$ cat src/rtl/elcdf_pkg.sv
// Shared types, constants and codes for the emitter light CDF builder.
`timescale 1ns / 1ps
`default_nettype none

package elcdf_pkg;

    localparam int MAX_LIGHTS_DEFAULT    = 1024;
    localparam int MAX_TRIANGLES_DEFAULT = 65536;

    localparam logic [15:0] LUM_RED   = 16'd13933;
    localparam logic [15:0] LUM_GREEN = 16'd46871;
    localparam logic [15:0] LUM_BLUE  = 16'd4732;

    localparam logic [5:0]  EMIT_THRESHOLD = 6'd16;
    localparam logic [47:0] TOTAL_MAX      = 48'hFFFF_FFFF_FFFF;

    localparam logic [1:0] ACT_CLEAR = 2'd0;
    localparam logic [1:0] ACT_PUSH  = 2'd1;
    localparam logic [1:0] ACT_READ  = 2'd2;

    localparam logic [1:0] MUL_RED   = 2'd0;
    localparam logic [1:0] MUL_GREEN = 2'd1;
    localparam logic [1:0] MUL_BLUE  = 2'd2;
    localparam logic [1:0] MUL_AREA  = 2'd3;

    typedef struct packed {
        logic [1:0]  action;
        logic [15:0] emissive_red;
        logic [15:0] emissive_green;
        logic [15:0] emissive_blue;
        logic [31:0] tri_area;
        logic [9:0]  read_slot;
    } in_item_t;

    typedef struct packed {
        logic        accepted;
        logic        overflow;
        logic [10:0] light_total_count;
        logic [15:0] light_triangle;
        logic [16:0] cdf_value;
        logic [47:0] total_weight;
        logic        read_valid;
    } out_item_t;

    typedef struct packed {
        logic       capture;
        logic       res_clear;
        logic       clear;
        logic       mul_en;
        logic [1:0] mul_sel;
        logic       acc_load;
        logic       acc_add;
        logic       push_commit;
        logic       mem_rd;
        logic       div_init;
        logic       div_step;
        logic       load_out;
    } cmd_t;

    typedef struct packed {
        logic [1:0] action;
        logic       lum_mode;
        logic       div_needed;
        logic       div_last;
    } status_t;

endpackage

`default_nettype wire

$ cat src/rtl/elcdf_ctrl.sv
// Controller: sequences each item through the datapath and owns both handshakes.
`timescale 1ns / 1ps
`default_nettype none

module elcdf_ctrl (
    input  wire logic                aclk,
    input  wire logic                aresetn,
    input  wire logic                s_valid,
    output logic                     s_ready,
    output logic                     m_valid,
    input  wire logic                m_ready,
    input  wire elcdf_pkg::status_t  status,
    output elcdf_pkg::cmd_t          cmd
);
    import elcdf_pkg::*;

    localparam logic [3:0] ST_IDLE  = 4'd0;
    localparam logic [3:0] ST_DISP  = 4'd1;
    localparam logic [3:0] ST_MRED  = 4'd2;
    localparam logic [3:0] ST_MGRN  = 4'd3;
    localparam logic [3:0] ST_MBLU  = 4'd4;
    localparam logic [3:0] ST_MACC  = 4'd5;
    localparam logic [3:0] ST_MAREA = 4'd6;
    localparam logic [3:0] ST_PUSH  = 4'd7;
    localparam logic [3:0] ST_READ  = 4'd8;
    localparam logic [3:0] ST_DIVI  = 4'd9;
    localparam logic [3:0] ST_DIV   = 4'd10;
    localparam logic [3:0] ST_DONE  = 4'd11;

    logic [3:0] state_reg, state_next;
    logic       m_valid_reg, m_valid_next;
    logic       out_free;

    always_comb begin
        out_free   = !m_valid_reg || m_ready;
        state_next = state_reg;
        cmd        = '0;
        case (state_reg)
            ST_IDLE: begin
                if (s_valid) begin
                    cmd.capture = 1'b1;
                    state_next  = ST_DISP;
                end
            end
            ST_DISP: begin
                cmd.res_clear = 1'b1;
                case (status.action)
                    ACT_CLEAR: begin
                        cmd.clear  = 1'b1;
                        state_next = ST_DONE;
                    end
                    ACT_PUSH: begin
                        state_next = status.lum_mode ? ST_MRED : ST_PUSH;
                    end
                    ACT_READ: begin
                        state_next = ST_READ;
                    end
                    default: begin
                        state_next = ST_DONE;
                    end
                endcase
            end
            ST_MRED: begin
                cmd.mul_en  = 1'b1;
                cmd.mul_sel = MUL_RED;
                state_next  = ST_MGRN;
            end
            ST_MGRN: begin
                cmd.mul_en   = 1'b1;
                cmd.mul_sel  = MUL_GREEN;
                cmd.acc_load = 1'b1;
                state_next   = ST_MBLU;
            end
            ST_MBLU: begin
                cmd.mul_en  = 1'b1;
                cmd.mul_sel = MUL_BLUE;
                cmd.acc_add = 1'b1;
                state_next  = ST_MACC;
            end
            ST_MACC: begin
                cmd.acc_add = 1'b1;
                state_next  = ST_MAREA;
            end
            ST_MAREA: begin
                cmd.mul_en  = 1'b1;
                cmd.mul_sel = MUL_AREA;
                state_next  = ST_PUSH;
            end
            ST_PUSH: begin
                cmd.push_commit = 1'b1;
                state_next      = ST_DONE;
            end
            ST_READ: begin
                cmd.mem_rd = 1'b1;
                state_next = ST_DIVI;
            end
            ST_DIVI: begin
                cmd.div_init = 1'b1;
                state_next   = status.div_needed ? ST_DIV : ST_DONE;
            end
            ST_DIV: begin
                cmd.div_step = 1'b1;
                if (status.div_last) begin
                    state_next = ST_DONE;
                end
            end
            ST_DONE: begin
                if (out_free) begin
                    cmd.load_out = 1'b1;
                    state_next   = ST_IDLE;
                end
            end
            default: begin
                state_next = ST_IDLE;
            end
        endcase
        if (cmd.load_out) begin
            m_valid_next = 1'b1;
        end else if (m_ready) begin
            m_valid_next = 1'b0;
        end else begin
            m_valid_next = m_valid_reg;
        end
    end

    always_ff @(posedge aclk) begin
        if (!aresetn) begin
            state_reg   <= ST_IDLE;
            m_valid_reg <= 1'b0;
        end else begin
            state_reg   <= state_next;
            m_valid_reg <= m_valid_next;
        end
    end

    assign s_ready = state_reg == ST_IDLE;
    assign m_valid = m_valid_reg;

endmodule

`default_nettype wire

$ cat config.mk
export PLATFORM = sky130hd
export DESIGN_NAME = elcdf_ctrl
export DESIGN_NICKNAME = d
export VERILOG_FILES = /design/src/rtl/elcdf_pkg.sv /design/src/rtl/elcdf_ctrl.sv
export SDC_FILE = /design/constraint.sdc
export NUM_CORES = 1
export LEC_CHECK = 0
export BUFFER_PORTS_ARGS = -buffer_cell sky130_fd_sc_hd__buf_2
export CAP_MARGIN = 40
export CELL_PAD_IN_SITES_DETAIL_PLACEMENT = 0
export CELL_PAD_IN_SITES_GLOBAL_PLACEMENT = 1
export CORE_AREA = 2 2 42 44
export DETAILED_ROUTE_END_ITERATION = 12
export DIE_AREA = 0 0 44 46
export GPL_ROUTABILITY_DRIVEN = 0
export PLACE_DENSITY = 0.76
export SYNTH_ARGS = -nofsm -noshare
export SYNTH_HDL_FRONTEND = slang
export SYNTH_SLANG_ARGS = --single-unit
export TNS_END_PERCENT = 30
$ cat constraint.sdc
create_clock -name aclk -period 2.67 [get_ports aclk]
set_input_delay 0.4005 -clock aclk [delete_from_list [all_inputs] [get_ports aclk]]
set_output_delay 0.4005 -clock aclk [all_outputs]
set_load 0.01 [all_outputs]
* Yosys cells after proc, flatten, opt, wreduce, memory -nomap -nowiden
Cells that the tools add are included.
** Word-level totals
- Register bits :: 5
- Input port bits :: 9
- Output and inout port bits :: 15
- Logic and storage cells :: 47
** Operators by class
- Eq/ne operators :: 16
- Multiplexer cells :: 22
- Reduce and logical (&&, ||, !) cells :: 7
** Operator list (number)
- one-hot mux 4 bit (12 select lines) :: 1
- equality test 4 x 3 -> 1 bit, second input constant :: 4
- equality test 4 bit, second input constant :: 4
- two-way mux 1 bit :: 14
- two-way mux 4 bit :: 3
- one-hot mux 3 bit (4 select lines) :: 1
- equality test 4 x 2 -> 1 bit, second input constant :: 2
- one-hot mux 4 bit (2 select lines) :: 1
- != test 2 bit, second input constant :: 3
- equality test 4 x 1 -> 1 bit, second input constant :: 1
- logical NOT 4 bit :: 1
- two-way mux 3 bit :: 1
- AND reduction 3 bit :: 1
- equality test 2 x 1 -> 1 bit, second input constant :: 1
- equality test 2 bit, second input constant :: 1
- logical NOT 2 bit :: 1
- two-way mux 2 bit :: 1
- nonzero test 2 bit :: 1
- OR reduction 2 bit :: 1
- logical NOT 1 bit :: 1
- logical OR 1 bit :: 1

* Logic depth before layout (Yosys ltp)
Gate-level depths: netlist of run 1.
- Depth after elaboration :: 5
- Mapped depth :: 5
- Gate-level depth less buffers :: 4

* Least setup slack after synthesis of run 1
OpenSTA, ideal clock, no wires.
- Kind :: register to output
- Start point :: register state_reg[1]
- End point :: output port cmd[12] (netlist bit)
- Arrival :: 1.097 ns
- Required time :: 2.270 ns
- Setup slack :: 1.173 ns
- Stages on the path, launching flop included :: 3
- Buffers on the path :: 0
- Cells stage by stage :: dfxtp_1 > nor4_1 > and2_1
** RTL lines
- start: declaration :: RTL line elcdf_ctrl.sv:30 : logic [3:0] state_reg, state_next;
- start signal: assignment :: RTL line elcdf_ctrl.sv:131 : state_reg <= state_next;
- end: declaration :: RTL line elcdf_ctrl.sv:13 : output elcdf_pkg::cmd_t cmd

==> results of run 1 <==
[through the flow]
stage | hold slack [ns] | power [mW]
2_1_floorplan | 0.518 | 0.306
3_3_place_gp | 0.533 | 0.369
3_5_place_dp | 0.535 | 0.371
4_1_cts | 0.410 | 0.462
5_1_grt | 0.419 | 0.498
6_report | 0.413 | 0.455
[critical path, stage by stage, from the launching register on]
cell	delay (ns)
dfxtp_1	0.63
nor2b_1	0.26
nand2_1	0.11
nor3_1	0.14
buf_2	0.15
[power by group through the flow]
stage                     Sequential, mW  Clock (mW)  Combinational [mW]
final                              0.156      0.0873               0.212
after global routing               0.164      0.0949               0.240
after CTS                          0.155      0.0912               0.216
after detailed placement           0.156           0               0.215
after global placement             0.155           0               0.215
after floorplan                    0.109           0               0.197
[cell type report]
| class | count | share of cell area, % |
|---|---|---|
| Multi-Input combinational cell | 48 | 53.4 |
| Timing Repair Buffer | 23 | 19.7 |
| Sequential cell | 5 | 17.2 |
| Clock buffer | 3 | 3.86 |
| Tap cell | 17 | 3.65 |
| Inverter | 2 | 1.29 |
| Clock inverter | 1 | 0.858 |
[logic make-up after synthesis]
logic type / share of synthesized area, %
and+or+nand+nor: 46.8
AOI/OAI and AO/OA: 20.2
xor gates and xnor gates: 1.94
DFF: 22.2
buffers and inverters: 8.86
[worst paths after layout]
kind	end	slack [ns]	cells past startpoint
min	state_reg[1]$_SDFFE_PN0P_	0.41	2
max reg2reg	state_reg[0]$_SDFFE_PN0P_	1.06	4
min reg2reg	m_valid$_SDFFE_PN0P_	0.53	2
max	cmd[10]	0.74	4
[cells in the mapped netlist (all sizes together)]
cell / count / area share [%]
and2b: 1 / 1.7
o21a: 1 / 1.7
and3b: 1 / 1.9
nand2b: 4 / 5.5
nand3: 1 / 1.1
and2: 2 / 2.8
a2111oi: 1 / 1.9
a21oi: 2 / 2.2
nand4b: 1 / 1.9
a311oi: 1 / 3.3
nor2b: 3 / 4.2
or2: 1 / 1.4
xnor2: 1 / 1.9
a211o: 1 / 1.9
o31a: 3 / 5.8
or4b: 1 / 2.2
inv: 2 / 1.7
buf: 5 / 7.2
nand2: 5 / 4.2
and3: 2 / 2.8
a211oi: 2 / 3.3
nand3b: 3 / 5.0
nor3b: 1 / 2.8
nor3: 2 / 2.2
nor4: 1 / 1.4
dfxtp: 5 / 22
nor2: 7 / 5.8
[routing by layer]
metal | share of wire (%) | vias up
met5 | 0 | -
met4 | 1.5 | 0
met3 | 4.3 | 2
met2 | 48 | 14
met1 | 46 | 231
li1 | - | 257
==> impl_metrics.env, run 1 <==
export IMPL_drv_slew=0
export IMPL_final_area_sq_um=583
export IMPL_crit_path_end_kind="output port"
export IMPL_mostFrequentLayoutCells="23 x buf_2, 7 x nor2_1, 5 x nand2_1, 5 x dfxtp_1, 4 x nand2b_1"
export IMPL_powerDensity_nw_per_um2=781
export IMPL_remaining_drc_errors=0
export IMPL_grt_overflow=0
export IMPL_routed_wl_mm=1.11
export IMPL_via_per_inst=5.09
export IMPL_final_setup_skew_ns=0.00537
export IMPL_p_leak_nw=0.296
export IMPL_dr_pass1_iters=4
export IMPL_placed_area_sq_um=556
export IMPL_grt_first_pass_wirelength_mm=1.73
export IMPL_post_drt_wl_per_cell_um=11.2
export IMPL_hp_start="aresetn"
export IMPL_status="completed"
export IMPL_die_w_um=44
export IMPL_ant_nets=0
export IMPL_start_util_pct=28.0
export IMPL_synth_warnings=0
export IMPL_grt_max_degree=16
export IMPL_met2_usage_pct=16.8
export IMPL_area_growth_pct=29.1
export IMPL_final_common_cell="buf_2"
export IMPL_cts_resized=0
export IMPL_maxSlewHeadroom_pct=66.4
export IMPL_crit_required_ns=2.27
export IMPL_clockBufferDepth=2
export IMPL_seq_area_sq_um=100
export IMPL_filler_cell_count=194
export IMPL_post_dp_hpwl_um=858
export IMPL_clockPowerShare_pct=19.2
export IMPL_io_pins=24
export IMPL_tightest_slew_ns=0.504
export IMPL_tns_ns=0
export IMPL_die_y_um=46
export IMPL_cp_startpoint="state_reg[0]$_SDFFE_PN0P_"
export IMPL_gr_usage_met1_pct=15.3
export IMPL_cts_setup_buffers=0
export IMPL_grt_pass1_vias=418
export IMPL_ys_types=28
export IMPL_nets=92
export IMPL_multi_input_area_sq_um=312
export IMPL_synth_area_sq_um=452
export IMPL_clock_sinks=5
export IMPL_rsz0062_at_grt="no"
export IMPL_vias=504
export IMPL_clockRootBuffer="clkbuf_4"
export IMPL_clkLatencyLatePin_ns=0.24
export IMPL_p_int_mw=0.254
export IMPL_fin_crit_sh_pct=72.3
export IMPL_fp_row_count=15
export IMPL_io_buffers=23
export IMPL_min_path_type="input pin to flop"
export IMPL_finalSetupViolCount=0
export IMPL_power_frac_seq_pct=34.2
export IMPL_clk_pin_slew_worst_paths_ns=0.05
export IMPL_diodes=0
export IMPL_syn_inst=60
export IMPL_grt_usage_pct=11.7
export IMPL_core_area_sq_um=1610
export IMPL_comb_power_share_pct=46.6
export IMPL_cp_arrival_ns=1.53
export IMPL_fin_util_pct=36.1
export IMPL_synth_nets=69
export IMPL_crit_fanout=15
export IMPL_hold_viol=0
export IMPL_grt_met3_usage_pct=2.38
export IMPL_r2r_start="state_reg[3]$_SDFFE_PN0P_"
export IMPL_cts_tree="done"
export IMPL_syn_mean_instance_area_sq_um=7.53
export IMPL_max_freq_mhz=518
export IMPL_ys_seq_elements=5
export IMPL_initialDrtViolationCount=5
export IMPL_period_needed_ns=1.93
export IMPL_ir_drop_mv=0.268
export IMPL_largest_register_ffs=4
export IMPL_critPathKind="flop to output port"
export IMPL_antenna_found_initial=0
export IMPL_ys_seq_area_share_pct=22.2
export IMPL_layout_drive_gt1_share_pct=35.4
export IMPL_cts_buffers=3
export IMPL_fin_ws_ns=0.740
export IMPL_switching_share_pct=44.2
export IMPL_grt_busiest_layer="met2"
export IMPL_h_tree_depth=1
export IMPL_maxCapViolCount=0
export IMPL_dp_slack_ns=1.00
export IMPL_dieArea_sq_um=2020
export IMPL_p_switching_mw=0.201
export IMPL_ctsHoldBuffers=0
export IMPL_dpl_cell_count=95
export IMPL_critical_path_startpoint_type="flop"
export IMPL_final_instance_count_excl_fill=99
Power figures use the tool's default switching activity.
==> run 2: changes to the inputs <==
--- a/config.mk
+++ b/config.mk
@@ -9,11 +9,11 @@
 export CAP_MARGIN = 40
 export CELL_PAD_IN_SITES_DETAIL_PLACEMENT = 0
 export CELL_PAD_IN_SITES_GLOBAL_PLACEMENT = 1
-export CORE_AREA = 2 2 42 44
+export CORE_AREA = 2 2 44 46
 export DETAILED_ROUTE_END_ITERATION = 12
-export DIE_AREA = 0 0 44 46
+export DIE_AREA = 0 0 46 48
 export GPL_ROUTABILITY_DRIVEN = 0
-export PLACE_DENSITY = 0.76
+export PLACE_DENSITY = 0.7
 export SYNTH_ARGS = -nofsm -noshare
 export SYNTH_HDL_FRONTEND = slang
 export SYNTH_SLANG_ARGS = --single-unit
==> constraint.sdc (replaced) <==
create_clock -name aclk -period 1.93 [get_ports aclk]
set_input_delay 0.2895 -clock aclk [delete_from_list [all_inputs] [get_ports aclk]]
set_output_delay 0.2895 -clock aclk [all_outputs]
set_load 0.01 [all_outputs]
==> impl_metrics.env, run 2 (synthesized netlist as in run 1, its figures left out) <==
export IMPL_multi_input_area_sq_um=312
export IMPL_core_area_sq_um=1690
export IMPL_grt_met3_usage_pct=2.26
export IMPL_hold_viol=0
export IMPL_clkLatencyLatePin_ns=0.24
export IMPL_final_setup_skew_ns=0.00507
export IMPL_clk_pin_slew_worst_paths_ns=0.04
export IMPL_crit_required_ns=1.64
export IMPL_remaining_drc_errors=0
export IMPL_maxCapViolCount=0
export IMPL_via_per_inst=4.97
export IMPL_initialDrtViolationCount=7
export IMPL_drv_slew=0
export IMPL_dpl_cell_count=95
export IMPL_met2_usage_pct=17.5
export IMPL_cpLargestDelayFamily="flip-flops"
export IMPL_hp_start="aresetn"
export IMPL_grt_first_pass_wirelength_mm=1.77
export IMPL_r2r_start="state_reg[3]$_SDFFE_PN0P_"
export IMPL_start_util_pct=26.7
export IMPL_powerDensity_nw_per_um2=1090
export IMPL_critical_path_startpoint_type="flop"
export IMPL_crit_fanout=15
export IMPL_cp_buffers_inverters=1
export IMPL_period_needed_ns=1.75
export IMPL_cts_buffers=3
export IMPL_grt_max_degree=16
export IMPL_p_total_mw=0.635
export IMPL_die_y_um=48
export IMPL_final_instance_count_excl_fill=99
export IMPL_largest_register_ffs=4
export IMPL_seq_area_sq_um=101
export IMPL_status="completed"
export IMPL_cp_arrival_ns=1.46
export IMPL_vias=492
export IMPL_h_tree_depth=1
export IMPL_die_w_um=46
export IMPL_cts_tree="done"
export IMPL_clock_sinks=5
export IMPL_cts_setup_buffers=0
export IMPL_max_freq_mhz=572
export IMPL_diodes=0
export IMPL_maxSlewHeadroom_pct=65.9
export IMPL_cp_startpoint="state_reg[3]$_SDFFE_PN0P_"
export IMPL_layout_drive_gt1_share_pct=35.4
export IMPL_tns_ns=0
export IMPL_routed_wl_mm=1.16
export IMPL_rsz0062_at_grt="no"
export IMPL_final_common_cell="buf_2"
export IMPL_critPathKind="flop to output port"
export IMPL_cpMaxStageDelayCell="dfxtp_1"
export IMPL_max_stage_delay_ns=0.63
export IMPL_filler_cell_count=193
export IMPL_crit_path_end_kind="output port"
export IMPL_nets=92
export IMPL_fp_row_count=15
export IMPL_p_leak_nw=0.293
export IMPL_ir_drop_mv=0.510
export IMPL_clockBufferDepth=2
export IMPL_tightest_slew_ns=0.511
export IMPL_dr_pass1_iters=3
export IMPL_clockRootBuffer="clkbuf_4"
export IMPL_min_path_type="input pin to flop"
export IMPL_grt_overflow=0
export IMPL_grt_usage_pct=11.0
export IMPL_io_pins=24
export IMPL_fin_crit_sh_pct=90.5
export IMPL_dieArea_sq_um=2210
export IMPL_post_dp_hpwl_um=845
export IMPL_grt_pass1_vias=416
export IMPL_worstPathCellList="nand4b_1 > and2b_1 > buf_2"
export IMPL_gr_usage_met1_pct=14.2
export IMPL_post_drt_wl_per_cell_um=11.7
export IMPL_finalSetupViolCount=0
export IMPL_io_buffers=23
export IMPL_mostFrequentLayoutCells="23 x buf_2, 7 x nor2_1, 5 x nand2_1"
export IMPL_grt_busiest_layer="met2"
export IMPL_antenna_found_initial=0
export IMPL_ant_nets=0
export IMPL_area_growth_pct=29.1
-- run 2: changes by cell type in the layout (fill, tap and decap cells not counted) --
cell,before,now
clkbuf_1,0,1
clkinv_2,1,0
dfxtp_2,0,1
dfxtp_1,5,4
-- run 2: what timing repair did --
action                     in CTS  in global routing
hold buffers                    0                  0
setup endpoints to repair       0                  1
resized for setup               0                  1
-- run 2: layout make-up --
| type | count | share of cell area, % |
|---|---|---|
| multi-input cells | 48 | 53.4 |
| repair buffers | 23 | 19.7 |
| flip-flops and latches | 5 | 17.4 |
| clock buffers | 4 | 4.51 |
| well taps | 17 | 3.65 |
| inverters | 2 | 1.29 |
-- run 2: worst reg2reg max path: cells and delay by family, from the launching register on --
kind            cells  cell delay [ns]
compound gates      3             0.68
flops               1             0.63
simple gates        1             0.16
-- run 2: metrics by stage --
stage                     util, %  cell area [sq um]  worst slack (ns)  hold WS, ns
after floorplan                 -                452             0.544        0.407
after global placement       32.9                556             0.333        0.535
after detailed placement     32.9                556             0.341        0.548
after CTS                    34.4                582            0.0738        0.307
after global routing         34.5                583            0.0776        0.312
final                        34.5                583             0.183        0.312
-- run 2: metal layers --
layer	part of all wire (%)	vias up
met2	47	12
li1	-	258
met4	0	0
met5	0	-
met3	3.2	0
met1	50	222
-- run 2: final timing paths --
check	end	slack [ns]	depth (start not counted)
min reg2reg	m_valid$_SDFFE_PN0P_	0.55	2
max reg2reg	state_reg[0]$_SDFFE_PN0P_	0.33	4
min	state_reg[1]$_SDFFE_PN0P_	0.31	2
max	cmd[0]	0.18	3
-- run 2: where the power goes --
part	leakage, nW	internal, mW	total (mW)	switching, mW
sequential	0.0413	0.131	0.217	0.0861
combinational	0.237	0.148	0.296	0.149
clock	0.0150	0.0782	0.121	0.0433
total	0.293	0.356	0.635	0.278
